`src/hdl/lbmc_pkg.sv`:
```
// Package for the D3Q27 BGK node collision block.
// Holds widths, state codes, lattice tables and saturation helpers.
// No dependencies.
package lbmc_pkg;

  localparam int FRAC_BITS = 24;
  localparam int NDIR      = 27;
  localparam int DIR_W     = 5;
  localparam int RATE_W    = 26;
  localparam int ACC_W     = 37;           // sum of 27 signed 32-bit values
  localparam int MUL_W     = 33;           // shared multiplier operand width
  localparam int PROD_W    = 2 * MUL_W;
  localparam int DVD_W     = 32 + FRAC_BITS;
  localparam int CNT_W     = $clog2(DVD_W);
  localparam int SQ_W      = 64 - FRAC_BITS;
  localparam int POLY_W    = 48;

  localparam logic [RATE_W-1:0] RELAX_RESET =
    RATE_W'(((64'd2000 << FRAC_BITS) + 64'd501) / 64'd1003);

  // divide by 27 in two digits: reciprocals for an 18-bit and a 23-bit dividend
  localparam logic [18:0] RECIP_HI = 19'd310690;     // ceil(2^23 / 27)
  localparam logic [23:0] RECIP_LO = 24'd9942054;    // ceil(2^28 / 27)

  localparam logic [DIR_W-1:0] LAST_DIR = DIR_W'(NDIR - 1);

  // sequencer states
  localparam logic [4:0] S_IDLE     = 5'd0;
  localparam logic [4:0] S_SUM_RD   = 5'd1;
  localparam logic [4:0] S_SUM_ACC  = 5'd2;
  localparam logic [4:0] S_MOM      = 5'd3;
  localparam logic [4:0] S_DIV_GO   = 5'd4;
  localparam logic [4:0] S_DIV_WAIT = 5'd5;
  localparam logic [4:0] S_UU_MUL   = 5'd6;
  localparam logic [4:0] S_UU_ACC   = 5'd7;
  localparam logic [4:0] S_D_RD     = 5'd8;
  localparam logic [4:0] S_D_EU2    = 5'd9;
  localparam logic [4:0] S_D_POLY   = 5'd10;
  localparam logic [4:0] S_D_RMUL   = 5'd11;
  localparam logic [4:0] S_D_FEABS  = 5'd12;
  localparam logic [4:0] S_D_FEHI   = 5'd13;
  localparam logic [4:0] S_D_FELO   = 5'd14;
  localparam logic [4:0] S_D_OMUL   = 5'd15;
  localparam logic [4:0] S_D_RES    = 5'd16;

  typedef struct packed {
    logic [1:0] x;
    logic [1:0] y;
    logic [1:0] z;
  } dir_vec_t;

  localparam logic [1:0] CP = 2'b01;   // +1
  localparam logic [1:0] CN = 2'b11;   // -1
  localparam logic [1:0] CZ = 2'b00;

  function automatic dir_vec_t dir_vec(input logic [DIR_W-1:0] j);
    dir_vec_t d;
    case (j)
      5'd0:    d = '{CZ, CZ, CZ};
      5'd1:    d = '{CP, CZ, CZ};
      5'd2:    d = '{CZ, CP, CZ};
      5'd3:    d = '{CN, CZ, CZ};
      5'd4:    d = '{CZ, CN, CZ};
      5'd5:    d = '{CZ, CZ, CP};
      5'd6:    d = '{CZ, CZ, CN};
      5'd7:    d = '{CP, CP, CZ};
      5'd8:    d = '{CN, CP, CZ};
      5'd9:    d = '{CN, CN, CZ};
      5'd10:   d = '{CP, CN, CZ};
      5'd11:   d = '{CP, CZ, CP};
      5'd12:   d = '{CZ, CP, CP};
      5'd13:   d = '{CN, CZ, CP};
      5'd14:   d = '{CZ, CN, CP};
      5'd15:   d = '{CP, CZ, CN};
      5'd16:   d = '{CZ, CP, CN};
      5'd17:   d = '{CN, CZ, CN};
      5'd18:   d = '{CZ, CN, CN};
      5'd19:   d = '{CP, CP, CP};
      5'd20:   d = '{CN, CP, CP};
      5'd21:   d = '{CN, CN, CP};
      5'd22:   d = '{CP, CN, CP};
      5'd23:   d = '{CP, CP, CN};
      5'd24:   d = '{CN, CP, CN};
      5'd25:   d = '{CN, CN, CN};
      5'd26:   d = '{CP, CN, CN};
      default: d = '{CZ, CZ, CZ};
    endcase
    return d;
  endfunction

  // weight = 2^shift / 216
  function automatic logic [2:0] weight_shift(input logic [DIR_W-1:0] j);
    logic [2:0] s;
    if (j == '0) s = 3'd6;
    else if (j inside {[5'd1:5'd6]}) s = 3'd4;
    else if (j inside {[5'd7:5'd18]}) s = 3'd2;
    else s = 3'd0;
    return s;
  endfunction

  // c * v for c in {-1, 0, 1}
  function automatic logic signed [33:0] dir_term(input logic [1:0] c,
                                                  input logic signed [31:0] v);
    logic signed [33:0] r;
    case (c)
      CP:      r = 34'(v);
      CN:      r = -34'(v);
      default: r = '0;
    endcase
    return r;
  endfunction

  function automatic logic signed [31:0] sat32(input logic signed [PROD_W-1:0] v);
    logic signed [31:0] r;
    if (v > PROD_W'(64'sd2147483647)) r = 32'sh7fffffff;
    else if (v < -PROD_W'(64'sd2147483648)) r = 32'sh80000000;
    else r = v[31:0];
    return r;
  endfunction

  // divide by 2^FRAC_BITS, truncating toward zero
  function automatic logic signed [PROD_W-1:0] trunc_frac(
      input logic signed [PROD_W-1:0] p);
    logic signed [PROD_W-1:0] bias;
    bias = p[PROD_W-1] ? PROD_W'((66'd1 << FRAC_BITS) - 66'd1) : '0;
    return (p + bias) >>> FRAC_BITS;
  endfunction

endpackage

```
`src/hdl/lbmc_mul.sv`:
```
// Shared signed multiplier with registered product.
// Depends on lbmc_pkg.
module lbmc_mul (
  input  logic                              clk,
  input  logic signed [lbmc_pkg::MUL_W-1:0] op_a,
  input  logic signed [lbmc_pkg::MUL_W-1:0] op_b,
  output logic signed [lbmc_pkg::PROD_W-1:0] prod
);
  import lbmc_pkg::*;

  logic signed [PROD_W-1:0] prod_r;

  always_ff @(posedge clk) begin
    prod_r <= PROD_W'(op_a) * PROD_W'(op_b);
  end

  assign prod = prod_r;

endmodule

```
`config.mk`:
```
export PLATFORM = sky130hd
export DESIGN_NAME = lbmc_mul
export DESIGN_NICKNAME = d
export VERILOG_FILES = /design/src/hdl/lbmc_pkg.sv /design/src/hdl/lbmc_mul.sv
export SDC_FILE = /design/constraint.sdc
export NUM_CORES = 2
export LEC_CHECK = 0
export ABC_AREA = 0
export BUFFER_PORTS_ARGS = -buffer_cell sky130_fd_sc_hd__buf_2
export CELL_PAD_IN_SITES_DETAIL_PLACEMENT = 1
export CELL_PAD_IN_SITES_GLOBAL_PLACEMENT = 2
export CORE_MARGIN = 2
export CORE_UTILIZATION = 35
export DETAILED_ROUTE_END_ITERATION = 7
export PLACE_DENSITY_LB_ADDON = 0.05
export SLEW_MARGIN = 30
export SYNTH_ARGS = -nofsm -noshare
export SYNTH_HDL_FRONTEND = slang
export SYNTH_SLANG_ARGS = --single-unit
```
`constraint.sdc`:
```
create_clock -name clk -period 10 [get_ports clk]
set_input_delay 1 -clock clk [delete_from_list [all_inputs] [get_ports clk]]
set_output_delay 1 -clock clk [all_outputs]
set_load 0.005 [all_outputs]
```
Word level (Yosys, flattened, before mapping)
Index checks and enable logic that the tools add are counted.
W data, S select, Z words.
{"block": "op_classes", "addsub": 0, "reduce_logical": 0, "shifts": 0, "n_eq_ne": 0, "bitwise_logic": 0, "div_mod_pow": 0, "n_mul": 1, "muxes": 0, "n_lt_le_gt_ge": 0}
{"op": "$mul A33 B33 Y66", "count": 1}
{"block": "totals", "in_bits": 67, "latch_bits": 0, "register_bits": 66, "mem_bits_rw": 0, "memories": 0, "word_cells": 2, "output_inout_bits": 66, "rom_bits": 0}

Logic depth before layout (Yosys ltp)
{"block": "logic_depth", "ltp_word": 1, "mapped_depth": 27, "ltp_nobuf": 26}

Least setup slack after synthesis
Ideal clock, no wire load.
{"block": "synth_path", "kind": "in2reg", "from": "input port op_a[32] (netlist bit)", "to": "register prod_r[62], in the netlist prod[62]", "path_slack_ns": 1.764, "t_required_ns": 9.921, "arrival_ns": 8.157, "setup_time_ns": 0.079, "n_path_buf": 2, "stages": 23, "cell_sequence": "clkbuf_1 > nand2_1 > inv_1 > fa_1 > fa_1 > fa_1 > fa_1 > fa_1 > fa_1 > fa_1 > inv_1 > fa_1 > inv_1 > ha_1 > clkbuf_1 > and3_1 > nand3_1 > nand2b_1 > a2111oi_4 > a211oi_4 > a21o_2 > a21o_1 > a211oi_2"}
{"block": "synth_via", "elab_chain_cells": 1}
{"item": "start, declared", "line": "lbmc_mul.sv:5", "source": "input logic signed [lbmc_pkg::MUL_W-1:0] op_a,"}
{"item": "$mul A33 B33 Y66", "line": "lbmc_mul.sv:14", "source": "prod_r <= PROD_W'(op_a) * PROD_W'(op_b);"}
{"item": "end signal, assigned", "line": "lbmc_mul.sv:14"}
{"item": "end, declared", "line": "lbmc_mul.sv:11", "source": "logic signed [PROD_W-1:0] prod_r;"}
Every way passes these cells.

Worst setup path after layout
{"block": "layout_path", "from": "input port op_a[32] (netlist bit)", "to": "register prod_r[64], in the netlist prod[64]"}
The elaborated chain is that of the path after synthesis.

==> results.md <==
- Status: complete, no violations
- Syn Area/Cell: ~9.4 um2
- DR WL/cell: roughly 23 um
- Clk sinks: 66
- Post-CTS resize count: 0
- Worst path slowest cell: fa_1
- Synth area leader: fa_1
- Die Area: 119100 um2
- Max-slew headroom: 0.3443
- Vias in the first global route: 32940
- Cell mode on critical path: fa_1
- Root buffer selected by CTS: clkbuf_16
- Remaining global-route overflow: 0
- #FFs+latches synth: 66
- Max FFs per register: 66
- Worst slew pin tran: 0.9836 ns
- Synth area leaders: fa_1 56%, inv_1 10%, and2_1 8.6%
- I/O Buffers: between 100 and 150
- First-pass GRT wire length: 214200 um
- Most common cell after layout, fill and taps aside: fa_1
- Drt total wl: between 100000 and 150000 um
- Post-synth ARST share: 0
- Grt peak-use layer: met2
- Htree depth: 3
- Gr usage total: 0.2420
- Worst-path clk slew: 0.07 ns
- Layout cells sized above 1: 0.06034
- DR pass1 iterations: 5
- Avg Vias per Cell: 4.781
- Synth Warn #: 0
- RSZ-0062 raised after global routing: false
- Antenna violations before repair: 9
- Die Width: 345.2 um
- Initial cell density of the core: 0.3520
- Max-slew violations: 0
- Detailed router's first-iteration violation count: 1068
- Top FF cell, synth: dfxtp_1
- Worst setup path class: input pin to register
- DPL Wire Length: about 120000 um
- Yosys top cell area share: 0.5627
- Area delta synth->final: 6.460%
- Routing usage on met1: 0.3261
- # IOs: 133
- Post-synth EDFFs: 0
- Worst min path class: input pin to register
- Worst setup EP type: register
- ANT nets after route: 0
- Min-delay src: op_a[0]
- CP peak stage delay: 1.00 ns
- Final Hold Vio Count: 0
- Highest clock rate: 110.6 MHz
- CTS tree: done
- Setup_tns: 0 ns
- CTS Buffer Depth: 2
- Cell area after synthesis: 40730 um2
- Critical Path RT: 10.35 ns
- Post-CTS Setup Bufs: 0
- Largest net degree at the start of global routing: 34
- Commonest cells after routing, fill and taps aside: 1145 x fa_1, 1131 x inv_1, 562 x and2_1
- Drt drc: 0
- Max_cap viols: 0
- Met3 usage: 0.02057
- Die height: 345.2 um
- Cell Chain, Critical Path: buf_2, nand2_1, inv_1, fa_1, fa_1, fa_1, fa_1, fa_1, fa_1, fa_1, inv_1, fa_1, inv_1, ha_1, nand3_1, nor2_1, nand2_1, nor3_1, o311ai_4, nand3_2, a211oi_1, a311oi_1
- Min-Delay Path Depth: 2
- CTS buffer count: 9
- Final min period: 9.043 ns
- Synthesized instance count: 4338
- Final Setup Violations: 0
- Hold buffer count at cts: 0
- Gpl congestion: approximately 0.84
- Nets: 5766
- Via count: 28050
- Core area: between 100000 and 150000 um2
- Seq/Total Area, Yosys: 0.03244
- Netlist cell types: 80
- Fin crit share: 0.9043
- Syn nets: a little under 6000
- M2 GR Usage: 0.4216
- Startpoint Class: input pin
- Rows: roughly 130
- Worst hold endpoint: prod[0]$_DFF_P_
- Worst Path Arrival: 9.39 ns
- CP max FO: 25
==> final cells by class <==
cell class | instances | area (um2)
Fill cell | 13350 | 72370
Multi-Input combinational cell | 2920 | 34320
Inverter | 1131 | 4245
Tap cell | 1524 | 1907
Sequential cell | 66 | 1321
Timing Repair Buffer | 209 | 1239
Clock buffer | 10 | 239.0
Clock inverter | 6 | 95.09
Antenna cell | 1 | 2.502
==> layer usage <==
metal,wire (um),part of all wire
met5,28,0.00020
met4,3192,0.023
met3,3155,0.023
met2,69600,0.51
met1,61130,0.45
==> kinds of logic after synthesis <==
| family | share of synthesized area |
|---|---|
| fa+ha+maj | 0.6294 |
| buf+inv | 0.1251 |
| compound gates | 0.04067 |
| flops | 0.03244 |
| simple gates | 0.1578 |
| xor+xnor | 0.01462 |
==> how the worst max path moves through the flow <==
stage / from / to / slack, ns / cells past startpoint
finish: op_a[32] / prod[64]$_DFF_P_ / 0.96 / 22
global route: op_a[32] / prod[64]$_DFF_P_ / 0.61 / 22
CTS: op_a[32] / prod[62]$_DFF_P_ / 0.99 / 22
detailed placement: op_a[32] / prod[62]$_DFF_P_ / 0.52 / 22
global placement: op_a[32] / prod[62]$_DFF_P_ / 0.60 / 22
floorplan: op_a[32] / prod[62]$_DFF_P_ / 1.76 / 23
==> per-stage QoR <==
step	util	hold WS (ns)	instances	worst slack (ns)	area (um2)
finish	0.3747	1.127	5867	0.9567	43370
global route	0.3747	1.150	5866	0.6118	43360
CTS	0.3747	1.101	5866	0.9938	43360
detailed placement	0.3718	1.378	5850	0.5230	43030
global placement	0.3718	1.376	5850	0.5982	43030
floorplan	-	1.127	4338	1.764	40730
==> critical path: cells and delay by family <==
kind                       cells  cell delay, ns
and+or+nand+nor                6            1.75
adders and majority gates      9            5.12
AOI/OAI and AO/OA              3            0.65
buffers and inverters          4            0.80
==> cell usage after synthesis, types with 3 or more instances <==
cell / count
clkbuf_1: 208
o31ai_4: 3
fa_1: 1145
o211ai_1: 4
nand3_1: 25
o21bai_1: 11
a211oi_1: 7
a211oi_2: 3
o21ai_0: 25
ha_1: 217
nor2_1: 68
xor2_1: 25
a21o_1: 36
and4_1: 5
nor2b_1: 5
a31oi_1: 8
nand2_1: 551
xnor2_1: 43
dfxtp_1: 66
or2_2: 3
and3_1: 5
buf_2: 11
o21ai_1: 6
nand2b_1: 12
or3_1: 3
nor3_1: 7
a21oi_2: 3
and2_1: 562
o21a_1: 6
a211o_1: 6
nand4_1: 11
inv_1: 1131
a21oi_1: 57
Power is not shown: default switching activity piles up to over one toggle a cycle in this logic, so the estimate is an artifact.
