--- src/hdl/lbmc_pkg.sv ---
// Package for the D3Q27 BGK node collision block.
// Holds widths, state codes, lattice tables and saturation helpers.
// No dependencies.
package lbmc_pkg;

  localparam int FRAC_BITS = 24;
  localparam int NDIR      = 27;
  localparam int DIR_W     = 5;
  localparam int RATE_W    = 26;
  localparam int ACC_W     = 37;           // sum of 27 signed 32-bit values
  localparam int MUL_W     = 33;           // shared multiplier operand width
  localparam int PROD_W    = 2 * MUL_W;
  localparam int DVD_W     = 32 + FRAC_BITS;
  localparam int CNT_W     = $clog2(DVD_W);
  localparam int SQ_W      = 64 - FRAC_BITS;
  localparam int POLY_W    = 48;

  localparam logic [RATE_W-1:0] RELAX_RESET =
    RATE_W'(((64'd2000 << FRAC_BITS) + 64'd501) / 64'd1003);

  // divide by 27 in two digits: reciprocals for an 18-bit and a 23-bit dividend
  localparam logic [18:0] RECIP_HI = 19'd310690;     // ceil(2^23 / 27)
  localparam logic [23:0] RECIP_LO = 24'd9942054;    // ceil(2^28 / 27)

  localparam logic [DIR_W-1:0] LAST_DIR = DIR_W'(NDIR - 1);

  // sequencer states
  localparam logic [4:0] S_IDLE     = 5'd0;
  localparam logic [4:0] S_SUM_RD   = 5'd1;
  localparam logic [4:0] S_SUM_ACC  = 5'd2;
  localparam logic [4:0] S_MOM      = 5'd3;
  localparam logic [4:0] S_DIV_GO   = 5'd4;
  localparam logic [4:0] S_DIV_WAIT = 5'd5;
  localparam logic [4:0] S_UU_MUL   = 5'd6;
  localparam logic [4:0] S_UU_ACC   = 5'd7;
  localparam logic [4:0] S_D_RD     = 5'd8;
  localparam logic [4:0] S_D_EU2    = 5'd9;
  localparam logic [4:0] S_D_POLY   = 5'd10;
  localparam logic [4:0] S_D_RMUL   = 5'd11;
  localparam logic [4:0] S_D_FEABS  = 5'd12;
  localparam logic [4:0] S_D_FEHI   = 5'd13;
  localparam logic [4:0] S_D_FELO   = 5'd14;
  localparam logic [4:0] S_D_OMUL   = 5'd15;
  localparam logic [4:0] S_D_RES    = 5'd16;

  typedef struct packed {
    logic [1:0] x;
    logic [1:0] y;
    logic [1:0] z;
  } dir_vec_t;

  localparam logic [1:0] CP = 2'b01;   // +1
  localparam logic [1:0] CN = 2'b11;   // -1
  localparam logic [1:0] CZ = 2'b00;

  function automatic dir_vec_t dir_vec(input logic [DIR_W-1:0] j);
    dir_vec_t d;
    case (j)
      5'd0:    d = '{CZ, CZ, CZ};
      5'd1:    d = '{CP, CZ, CZ};
      5'd2:    d = '{CZ, CP, CZ};
      5'd3:    d = '{CN, CZ, CZ};
      5'd4:    d = '{CZ, CN, CZ};
      5'd5:    d = '{CZ, CZ, CP};
      5'd6:    d = '{CZ, CZ, CN};
      5'd7:    d = '{CP, CP, CZ};
      5'd8:    d = '{CN, CP, CZ};
      5'd9:    d = '{CN, CN, CZ};
      5'd10:   d = '{CP, CN, CZ};
      5'd11:   d = '{CP, CZ, CP};
      5'd12:   d = '{CZ, CP, CP};
      5'd13:   d = '{CN, CZ, CP};
      5'd14:   d = '{CZ, CN, CP};
      5'd15:   d = '{CP, CZ, CN};
      5'd16:   d = '{CZ, CP, CN};
      5'd17:   d = '{CN, CZ, CN};
      5'd18:   d = '{CZ, CN, CN};
      5'd19:   d = '{CP, CP, CP};
      5'd20:   d = '{CN, CP, CP};
      5'd21:   d = '{CN, CN, CP};
      5'd22:   d = '{CP, CN, CP};
      5'd23:   d = '{CP, CP, CN};
      5'd24:   d = '{CN, CP, CN};
      5'd25:   d = '{CN, CN, CN};
      5'd26:   d = '{CP, CN, CN};
      default: d = '{CZ, CZ, CZ};
    endcase
    return d;
  endfunction

  // weight = 2^shift / 216
  function automatic logic [2:0] weight_shift(input logic [DIR_W-1:0] j);
    logic [2:0] s;
    if (j == '0) s = 3'd6;
    else if (j inside {[5'd1:5'd6]}) s = 3'd4;
    else if (j inside {[5'd7:5'd18]}) s = 3'd2;
    else s = 3'd0;
    return s;
  endfunction

  // c * v for c in {-1, 0, 1}
  function automatic logic signed [33:0] dir_term(input logic [1:0] c,
                                                  input logic signed [31:0] v);
    logic signed [33:0] r;
    case (c)
      CP:      r = 34'(v);
      CN:      r = -34'(v);
      default: r = '0;
    endcase
    return r;
  endfunction

  function automatic logic signed [31:0] sat32(input logic signed [PROD_W-1:0] v);
    logic signed [31:0] r;
    if (v > PROD_W'(64'sd2147483647)) r = 32'sh7fffffff;
    else if (v < -PROD_W'(64'sd2147483648)) r = 32'sh80000000;
    else r = v[31:0];
    return r;
  endfunction

  // divide by 2^FRAC_BITS, truncating toward zero
  function automatic logic signed [PROD_W-1:0] trunc_frac(
      input logic signed [PROD_W-1:0] p);
    logic signed [PROD_W-1:0] bias;
    bias = p[PROD_W-1] ? PROD_W'((66'd1 << FRAC_BITS) - 66'd1) : '0;
    return (p + bias) >>> FRAC_BITS;
  endfunction

endpackage

--- src/hdl/lbmc_div.sv ---
// Unsigned restoring divider, one quotient bit per cycle.
// Depends on lbmc_pkg.
module lbmc_div (
  input  logic                       clk,
  input  logic                       rst_n,
  input  logic                       go,
  input  logic [lbmc_pkg::DVD_W-1:0] dividend,
  input  logic [31:0]                divisor,
  output logic                       busy,
  output logic                       done,
  output logic [lbmc_pkg::DVD_W-1:0] quotient
);
  import lbmc_pkg::*;

  logic             busy_r, busy_nxt;
  logic             done_r, done_nxt;
  logic [CNT_W-1:0] cnt_r, cnt_nxt;
  logic [31:0]      rem_r, rem_nxt;
  logic [DVD_W-1:0] quo_r, quo_nxt;
  logic [31:0]      dvs_r;
  logic [32:0]      trial;

  always_comb begin
    busy_nxt = busy_r;
    done_nxt = 1'b0;
    cnt_nxt  = cnt_r;
    rem_nxt  = rem_r;
    quo_nxt  = quo_r;
    trial    = {rem_r, quo_r[DVD_W-1]} - {1'b0, dvs_r};
    if (go) begin
      busy_nxt = 1'b1;
      cnt_nxt  = '0;
      rem_nxt  = '0;
      quo_nxt  = dividend;
    end else if (busy_r) begin
      if (!trial[32]) begin
        rem_nxt = trial[31:0];
        quo_nxt = {quo_r[DVD_W-2:0], 1'b1};
      end else begin
        rem_nxt = {rem_r[30:0], quo_r[DVD_W-1]};
        quo_nxt = {quo_r[DVD_W-2:0], 1'b0};
      end
      cnt_nxt = cnt_r + 1'b1;
      if (cnt_r == CNT_W'(DVD_W - 1)) begin
        busy_nxt = 1'b0;
        done_nxt = 1'b1;
      end
    end
  end

  always_ff @(posedge clk) begin
    if (!rst_n) begin
      busy_r <= 1'b0;
      done_r <= 1'b0;
      cnt_r  <= '0;
    end else begin
      busy_r <= busy_nxt;
      done_r <= done_nxt;
      cnt_r  <= cnt_nxt;
    end
  end

  always_ff @(posedge clk) begin
    rem_r <= rem_nxt;
    quo_r <= quo_nxt;
    if (go) dvs_r <= divisor;
  end

  assign busy     = busy_r;
  assign done     = done_r;
  assign quotient = quo_r;

endmodule

--- config.mk ---
export PLATFORM = sky130hd
export DESIGN_NAME = lbmc_div
export DESIGN_NICKNAME = d
export VERILOG_FILES = /design/src/hdl/lbmc_pkg.sv /design/src/hdl/lbmc_div.sv
export SDC_FILE = /design/constraint.sdc
export NUM_CORES = 1
export LEC_CHECK = 0
export ABC_CLOCK_PERIOD_IN_PS = 2900
export BUFFER_PORTS_ARGS = -buffer_cell sky130_fd_sc_hd__buf_2
export CORE_MARGIN = 2
export CORE_UTILIZATION = 25
export DETAILED_ROUTE_END_ITERATION = 7
export GPL_ROUTABILITY_DRIVEN = 0
export PLACE_DENSITY_LB_ADDON = 0.2
export SLEW_MARGIN = 30
export SYNTH_ARGS = -nofsm -noshare
export SYNTH_HDL_FRONTEND = slang
export SYNTH_SLANG_ARGS = --single-unit
--- constraint.sdc ---
create_clock -name clk -period 2.9 [get_ports clk]
set_input_delay 0.29 -clock clk [delete_from_list [all_inputs] [get_ports clk]]
set_output_delay 0.29 -clock clk [all_outputs]
set_load 0.02 [all_outputs]
---- Yosys cells after proc, flatten, opt, wreduce, memory -nomap -nowiden ----
Index checks and enable logic that the tools add are counted.
word-level totals
  register bits after elaboration ......... 128
  output and inout port bits .............. 58
  logic and storage cells ................. 22
cells by class
  add/subtract/negate cells ............... 2
  equal/unequal tests ..................... 1
  multiplexer cells ....................... 8
  bitwise logic cells ..................... 2
  reductions and logical operators ........ 3
operator list
  cell                   number
  $mux W56               2
  $sub A33 B32 Y33       1
  $mux W32               1
  $add A6 B1 Y6 const B  1
  $eq A6 B6 Y1 const B   1
  $mux W1                5
  $reduce_or A3 Y1       1
  $not A1 Y1             2
  $reduce_bool A2 Y1     1
  $reduce_or A2 Y1       1

---- Longest topological paths before layout ----
Gate-level depths: netlist of the first run.
  word-level depth ........................ 4
  depth in mapped cells ................... 13
  mapped depth without buffers ............ 11

---- Worst setup path after synthesis of the first run ----
OpenSTA, ideal clock, no wires.
  kind .................................... reg-to-reg
  from .................................... register quo_r[55], in the netlist quotient[55]
  to ...................................... register rem_r[30]
  setup time .............................. 0.142 ns
  arrival ................................. 2.984 ns
  data required time ...................... 2.758 ns
  setup slack ............................. -0.226 ns
  stages on the path, launching flop included .. 12
  cell sequence ........................... edfxtp_1 > inv_1 > ha_1 > fa_1 > nand2b_1 > a21o_1 > a211o_1 > a311oi_4 > a31oi_1 > mux2_2 > o41ai_1 > a311oi_1
on the way
  word-level cells in the longest chain between the ends .. 2
ends and longest elaborated chain
  what                      line            source
  start: declaration        lbmc_div.sv:19  logic [DVD_W-1:0] quo_r, quo_nxt;
  start signal: assignment  lbmc_div.sv:65  quo_r <= quo_nxt;
  $sub A33 B32 Y33          lbmc_div.sv:29  trial = {rem_r, quo_r[DVD_W-1]} - {1'b0, dvs_r};
  $mux W32                  lbmc_div.sv:36  if (!trial[32]) begin
  end signal: assignment    lbmc_div.sv:64  rem_r <= rem_nxt;
  end: declaration          lbmc_div.sv:18  logic [31:0] rem_r, rem_nxt;
No other way between the ends.
A chain may end at the register's enable or synchronous reset.

---- Worst setup path in the final report of the first run ----
  from .................................... register quo_r[55], in the netlist quotient[55]
  to ...................................... register rem_r[7]
The elaborated chain is that of the path after synthesis.

==> qor.tcl, run 1 <==
set qor(synth_commonest_cells) {edfxtp_1 (88), nand2_1 (67), mux2_2 (56), nor2_1 (52), dfxtp_1 (40)}
set qor(power_per_cell_area_nw_per_um2) 648
set qor(place.detailed.instances) 1158
set qor(synth_simple_gate_area_share) 0.118
set qor(worstSetupEndpointType) {flip-flop}
set qor(ir_worst_vdd_uv) 341
set qor(timing.critical_path.slowest_cell_delay_ps) 360
set qor(synth-main-ff-cell) {edfxtp_1}
set qor(placeableCoreArea_um2) 27000
set qor(detail_route.wl_per_cell_um) 15.6
set qor(worstPathRequired_ps) 3240
set qor(power.clock.fraction) 0.379
set qor(syn_area_per_cell_um2) 10.8
set qor(synthAdderAreaFrac) 0.0627
set qor(p_sw_frac) 0.303
set qor(synth.area.mux_share) 0.0986
set qor(sequential_area_share_after_synthesis) 0.499
set qor(grt_first_pass_wirelength_um) 29700
set qor(initial_utilization) 0.255
set qor(layout_min_cycle_time_ps) 3000
set qor(hold_path_class) {in -> reg}
set qor(grt_pass1_vias) 5840
set qor(synth.top_cells.by_area) {edfxtp_1 (38%), dfxtp_1 (12%), mux2_2 (9.1%)}
set qor(cp_cell_sequence) {inv_1 > ha_2 > fa_2 > nand2b_4 > a21o_1 > a211o_1 > a311oi_4 > a21oi_2 > buf_4 > xnor2_4 > buf_6 > nand4_4 > a311oi_2}
set qor(startpoint_type) {flip-flop}
set qor(cts.hold.buffers_added) 0
set qor(synth_cells) 639
set qor(maxSlewViolCount) 0
set qor(final_net_count) 963
set qor(synth_cell_types) 57
set qor(portBuffers) 148
set qor(finalSetupViolations) 19
set qor(remaining_max_slew_budget_at_the_tightest_pin) 0.648
set qor(placed_area_um2) 8460
set qor(post_synthesis_compound_gate_area_fraction) 0.145
set qor(grt.overflow.total) 0
set qor(worst_r2r_startpoint) {quotient[55]$_DFFE_PP_}
set qor(timing.critical_path.fanout_max) 8
set qor(finalCritPeriodShare) 1.03
set qor(mappedNetlistNets) 764
set qor(ys_async_sr_fraction) 0
set qor(synth_area_um2) 6900
set qor(worst_slew_pin_slew_ps) 522
set qor(areaGrowthSynthToFinish_pct) 34.2
set qor(detail_route.wirelength_um) 18600
set qor(antenna_violations_before_repair) 1
set qor(die_w_um) 170
set qor(grt_util_all_layers) 0.132
set qor(number_of_drc_violations_after_detailed_routing_iteration_0) 237
set qor(cp.arrival_ps) 3340
set qor(place.detailed.hpwl_um) 13600
set qor(clk_path_buf_depth) 2
set qor(status) {finished with violations}
set qor(htree_levels) 4
set qor(io_pins) 149
set qor(critical_path.reg2reg.endpoint) {rem_r[7]$_SDFFE_PP0P_}
set qor(area_enclosed_by_the_die_boundary_um2) 28900
set qor(setup.worst_path.class) {reg -> reg}
set qor(clock_pin_slew_on_the_worst_setup_and_hold_paths_ps) 70
set qor(critical_path.endpoint) {rem_r[7]$_SDFFE_PP0P_}
set qor(fin_area_um2) 9260
set qor(power.share.sequential) 0.374
set qor(failed_checks) {setup timing}
set qor(regToRegSetupSlack_ps) -100
set qor(layout-drive-gt1-share) 0.398
set qor(vias_per_cell) 4.64
set qor(synth_edf_count) 88
set qor(library_cell_occupying_the_most_area_in_the_post_synthesis_netlist) {edfxtp_1}
set qor(instances_no_fill) 1193
set qor(critical_path.startpoint) {quotient[55]$_DFFE_PP_}
set qor(drt.antenna.violating_nets) 0
set qor(setup-tns-final_ps) -591
set qor(internal_power_mw) 4.18
set qor(multiInputGateArea_um2) 3350
set qor(unrepaired_setup_endpoints_after_global_routing) {true}
set qor(clock_sink_count) 128
set qor(dr_total_vias) 5540
set qor(switchingPower_mw) 1.82
set qor(synth_xor_xnor_area_share) 0.0341
set qor(combinational_family_with_the_most_area_after_synthesis) {compound AO/OA/AOI/OAI gates}
set qor(fin_total_pwr_mw) 6.00
set qor(grt_max_degree) 76
set qor(chipHeight_um) 170
set qor(finalHoldViolCount) 0
set qor(insertion_delay_ps) 430
set qor(timing.fmax_mhz) 334
set qor(synth_warnings) 0
set qor(timing.final.ws_setup_ps) -98.2
set qor(cts_inserted_buffers) 17
set qor(holdWs_ps) 30.6
set qor(row_count) 60
set qor(power.leakage_nw) 3.96
set qor(seqCellArea_um2) 3440
set qor(yosysTopAreaCellShare) 0.383
set qor(num-fill-cells) 2801
set qor(drv.max_cap_violation_count) 0
set qor(route.detailed.drc) 0
set qor(cpMaxStageDelayCell) {fa_2}
set qor(tritoncts_clock_tree) {done}
set qor(cts.root.buffer_cell) {clkbuf_16}
set qor(synth_seq_cells) 128
set qor(combPwrFrac) 0.247
set qor(finalCoreUtilization) 0.343
set qor(drtPass1Iterations) 4
set qor(synthMostInstantiatedCell) {edfxtp_1}
set qor(dp_slack_ps) -254
set qor(r2r_cells) 13
set qor(worst_clock_skew_ps) 12.3
registers in the layout (all words and copies together) (netlist names):
register and count:
dvs_r 32, quotient 56, cnt_r 6, rem_r 32, done 1, busy 1
cell type report:
class,count,share of cell area
repair buffers,213,0.138
clock buffers,18,0.0463
flip-flops and latches,128,0.372
clock inverters,14,0.0193
inverters,39,0.0158
diodes,1,0.000270
multi-input cells,439,0.362
well taps,341,0.0461
critical path, delay by kind of cell, from the launching register on:
family                     cells  cell delay [ps]
adders and majority gates      2              550
AOI/OAI and AO/OA              5             1150
buffers and inverters          3              410
DFF                            1              340
xor gates and xnor gates       1              220
and+or+nand+nor                2              230
logic make-up after synthesis:
kind of cell / after synthesis
AND/OR/NAND/NOR: 177
multiplexers: 61
XOR/XNOR: 26
adder cells (fa/ha/maj): 34
AO/OA/AOI/OAI: 141
buffers and inverters: 72
flip-flops: 128
layer usage:
metal  global-route usage  vias up  part of all wire
met1                0.160     2654              0.45
met3               0.0447       18             0.061
li1                     -     2756                 -
met2                0.220      112              0.47
met4               0.0450        0             0.014
met5                    0        -                 0
worst min-delay path by stage:
stage                                 from                endpoint  cells after the start
floorplan                       divisor[0]      dvs_r[0]$_DFFE_PP_                      0
global route                   divisor[10]     dvs_r[10]$_DFFE_PP_                      1
global placement               divisor[15]     dvs_r[15]$_DFFE_PP_                      1
CTS                            divisor[14]     dvs_r[14]$_DFFE_PP_                      1
detailed placement  rem_r[23]$_SDFFE_PP0P_  rem_r[23]$_SDFFE_PP0P_                      2
finish                         divisor[15]     dvs_r[15]$_DFFE_PP_                      1
power groups by stage:
stage	Sequential [mW]	Combinational (mW)	Clock (mW)
final	2.25	1.48	2.27
after global routing	2.27	1.63	2.40
after CTS	2.25	1.44	2.34
after detailed placement	2.28	1.41	0
after global placement	2.29	1.41	0
after floorplan	2.37	0.814	0
repair_timing:
action                                  in CTS  in global routing
hold endpoints to repair                     0                  0
pin swaps                                   12                  6
buffers inserted                             0                  2
resized for setup                           11                 24
endpoints found under the setup margin      33                 33
placed cells by master (no fill, tap or decap), types with 28 or more instances in the layout:
master	instances
a21oi_1	28
buf_2	147
buf_4	58
dfxtp_1	39
edfxtp_1	88
ha_1	32
inv_1	38
mux2_2	55
nand2_1	63
nor2_1	52
(Power assumes the default switching activity.)
==> run 2: changes to the inputs <==
--- a/config.mk
+++ b/config.mk
@@ -6,9 +6,10 @@
 export NUM_CORES = 1
 export LEC_CHECK = 0
 export ABC_CLOCK_PERIOD_IN_PS = 2900
-export BUFFER_PORTS_ARGS = -buffer_cell sky130_fd_sc_hd__buf_2
+export BUFFER_PORTS_ARGS = -buffer_cell sky130_fd_sc_hd__clkbuf_2
 export CORE_MARGIN = 2
-export CORE_UTILIZATION = 25
+export CORE_UTILIZATION = 40
+export CTS_BUF_LIST = sky130_fd_sc_hd__clkbuf_8 sky130_fd_sc_hd__clkbuf_16
 export DETAILED_ROUTE_END_ITERATION = 7
 export GPL_ROUTABILITY_DRIVEN = 0
 export PLACE_DENSITY_LB_ADDON = 0.2
==> run 2 against run 1 <==
Compared with the run above: the flow still finishes with violations (setup timing); register-to-register slack got worse by 100 ps; sequential share of layout area rose by 0.51 points; core utilization rose by 19 points; critical path type unchanged; critical endpoint is now rem_r[19]$_SDFFE_PP0P_; clock power fell by 7%; global-route usage rose by 6.0 points; final cell count fell by 9.7%; total power fell by 2.0%; clock-buffer cell count fell by 1; wire length fell by 7.9%; combinational power barely moved; maximum frequency fell by 3.2%.
==> qor.tcl, run 2 (synthesis gave the netlist of run 1 again) <==
set qor(instances_no_fill) 1077
set qor(cp.arrival_ps) 3420
set qor(timing.critical_path.fanout_max) 4
set qor(r2r_cells) 12
set qor(timing.fmax_mhz) 323
set qor(grt_pass1_vias) 5722
set qor(grt.overflow.total) 0
set qor(met3WireLength_um) 892
set qor(status) {finished with violations}
set qor(diodes) 0
set qor(timing.critical_path.slowest_cell_delay_ps) 440
set qor(cts.root.buffer_cell) {clkbuf_16}
set qor(finalSetupViolations) 33
set qor(vias_per_cell) 5.22
set qor(portBuffers) 148
set qor(worst_clock_skew_ps) 6.39
set qor(failed_checks) {setup timing}
set qor(route.met2.wl_um) 8400
set qor(worstSetupEndpointType) {flip-flop}
set qor(ir_worst_vdd_uv) 415
set qor(holdWs_ps) 47.1
set qor(io_pins) 149
set qor(row_count) 48
set qor(cts.hold.buffers_added) 0
set qor(setup.worst_path.class) {reg -> reg}
set qor(chipHeight_um) 135
set qor(area_enclosed_by_the_die_boundary_um2) 18300
set qor(drv.max_cap_violation_count) 0
set qor(critical_path_depth) 12
set qor(place.detailed.instances) 1039
set qor(tritoncts_clock_tree) {done}
set qor(initial_utilization) 0.405
set qor(layout.cells.most_common_list) {clkbuf_2 (147), edfxtp_1 (88), nand2_1 (63)}
set qor(grt_util_all_layers) 0.192
set qor(cts_inserted_buffers) 17
set qor(clock_sink_count) 128
set qor(grt_first_pass_wirelength_um) 27900
set qor(layout_min_cycle_time_ps) 3100
set qor(areaGrowthSynthToFinish_pct) 32.4
set qor(place.detailed.hpwl_um) 12100
set qor(largest_delay_contributor_family_on_the_critical_path) {compound AO/OA/AOI/OAI gates}
set qor(detail_route.wirelength_um) 17100
set qor(fin_total_pwr_mw) 5.88
set qor(timing.final.ws_setup_ps) -199
set qor(startpoint_type) {flip-flop}
set qor(unrepaired_setup_endpoints_after_global_routing) {true}
set qor(drtPass1Iterations) 5
set qor(worstPathRequired_ps) 3220
set qor(finalHoldViolCount) 0
set qor(antenna_violations_before_repair) 0
set qor(worst_slew_pin_slew_ps) 516
set qor(die_w_um) 135
set qor(setup-tns-final_ps) -3070
set qor(clk_path_buf_depth) 2
set qor(grt_max_degree) 57
set qor(clock_pin_slew_on_the_worst_setup_and_hold_paths_ps) 60
set qor(placeableCoreArea_um2) 17100
set qor(detail_route.wl_per_cell_um) 15.9
set qor(finalCritPeriodShare) 1.07
set qor(maxSlewViolCount) 0
set qor(largest_register_ffs) 56
set qor(number_of_drc_violations_after_detailed_routing_iteration_0) 365
set qor(hold_path_class) {in -> reg}
set qor(routedLengthMet1_um) 7550
set qor(route.detailed.drc) 0
set qor(power_per_cell_area_nw_per_um2) 644
set qor(worst_hold_path.num_cells) 1
set qor(layout-drive-gt1-share) 0.401
set qor(insertion_delay_ps) 420
set qor(layout.cells.most_common) {clkbuf_2}
set qor(drt.antenna.violating_nets) 0
set qor(final_net_count) 964
set qor(cpMaxStageDelayCell) {edfxtp_1}
set qor(dr_total_vias) 5622
set qor(topRoutingLayerUsed) {met4}
set qor(cp_cell_sequence) {ha_4 > fa_2 > nand2b_4 > a21o_1 > a211o_1 > a311oi_4 > a21oi_4 > buf_6 > xnor2_4 > buf_6 > or2b_1 > a311oi_2}
set qor(worst_path_most_repeated_cell) {buf_6}
set qor(power.leakage_nw) 4.00
set qor(remaining_max_slew_budget_at_the_tightest_pin) 0.655
set qor(worst-path-buf-inv) 2
set qor(htree_levels) 4
==> run 2: worst paths after layout <==
kind	to	slack (ps)	start
worst min-delay path	dvs_r[2]$_DFFE_PP_	50	divisor[2]
worst max register to register	rem_r[19]$_SDFFE_PP0P_	-200	dvs_r[0]$_DFFE_PP_
worst min register to register	rem_r[11]$_SDFFE_PP0P_	500	rem_r[10]$_SDFFE_PP0P_
worst max-delay path	rem_r[19]$_SDFFE_PP0P_	-200	dvs_r[0]$_DFFE_PP_
==> run 2: area by class of cell <==
type,count,area (µm²)
clock inverter,15,164
inverter,39,146
timing repair buffer,214,1300
sequential,128,3440
clock buffer,17,425
fill,1553,7920
multi-input combinational,439,3370
tap,225,282
==> run 2: power by group <==
group	switching, mW	internal, mW	total, mW
clock network	0.838	1.27	2.11
logic	0.824	0.690	1.51
registers	0.105	2.15	2.26
total	1.77	4.11	5.88
==> run 2: layer usage <==
metal	global-route usage	vias up
li1	-	2759
met1	0.241	2688
met2	0.320	155
met3	0.0587	20
met4	0.0608	0
met5	0	-
==> run 2: what timing repair did <==
item | 4_1_cts | 5_1_grt
setup endpoints to repair | 33 | 33
gates cloned | 0 | 1
pin swaps | 5 | 12
buffers inserted | 2 | 3
resized for setup | 11 | 32
==> run 2: metrics by stage <==
step	setup slack [ps]	area, µm²	util
after CTS	-111	8940	0.524
after floorplan	-189	6940	-
after global routing	-304	9140	0.536
final	-199	9140	0.536
after global placement	-135	8280	0.485
after detailed placement	-247	8280	0.485
==> run 2: worst reg2reg max path, delay by kind of cell, from the launching register on <==
family	cells	cell delay, ps
and+or+nand+nor	2	380
DFF	1	440
AOI/OAI and AO/OA	5	1210
adders and majority gates	2	540
xor gates and xnor gates	1	160
buffers and inverters	2	300
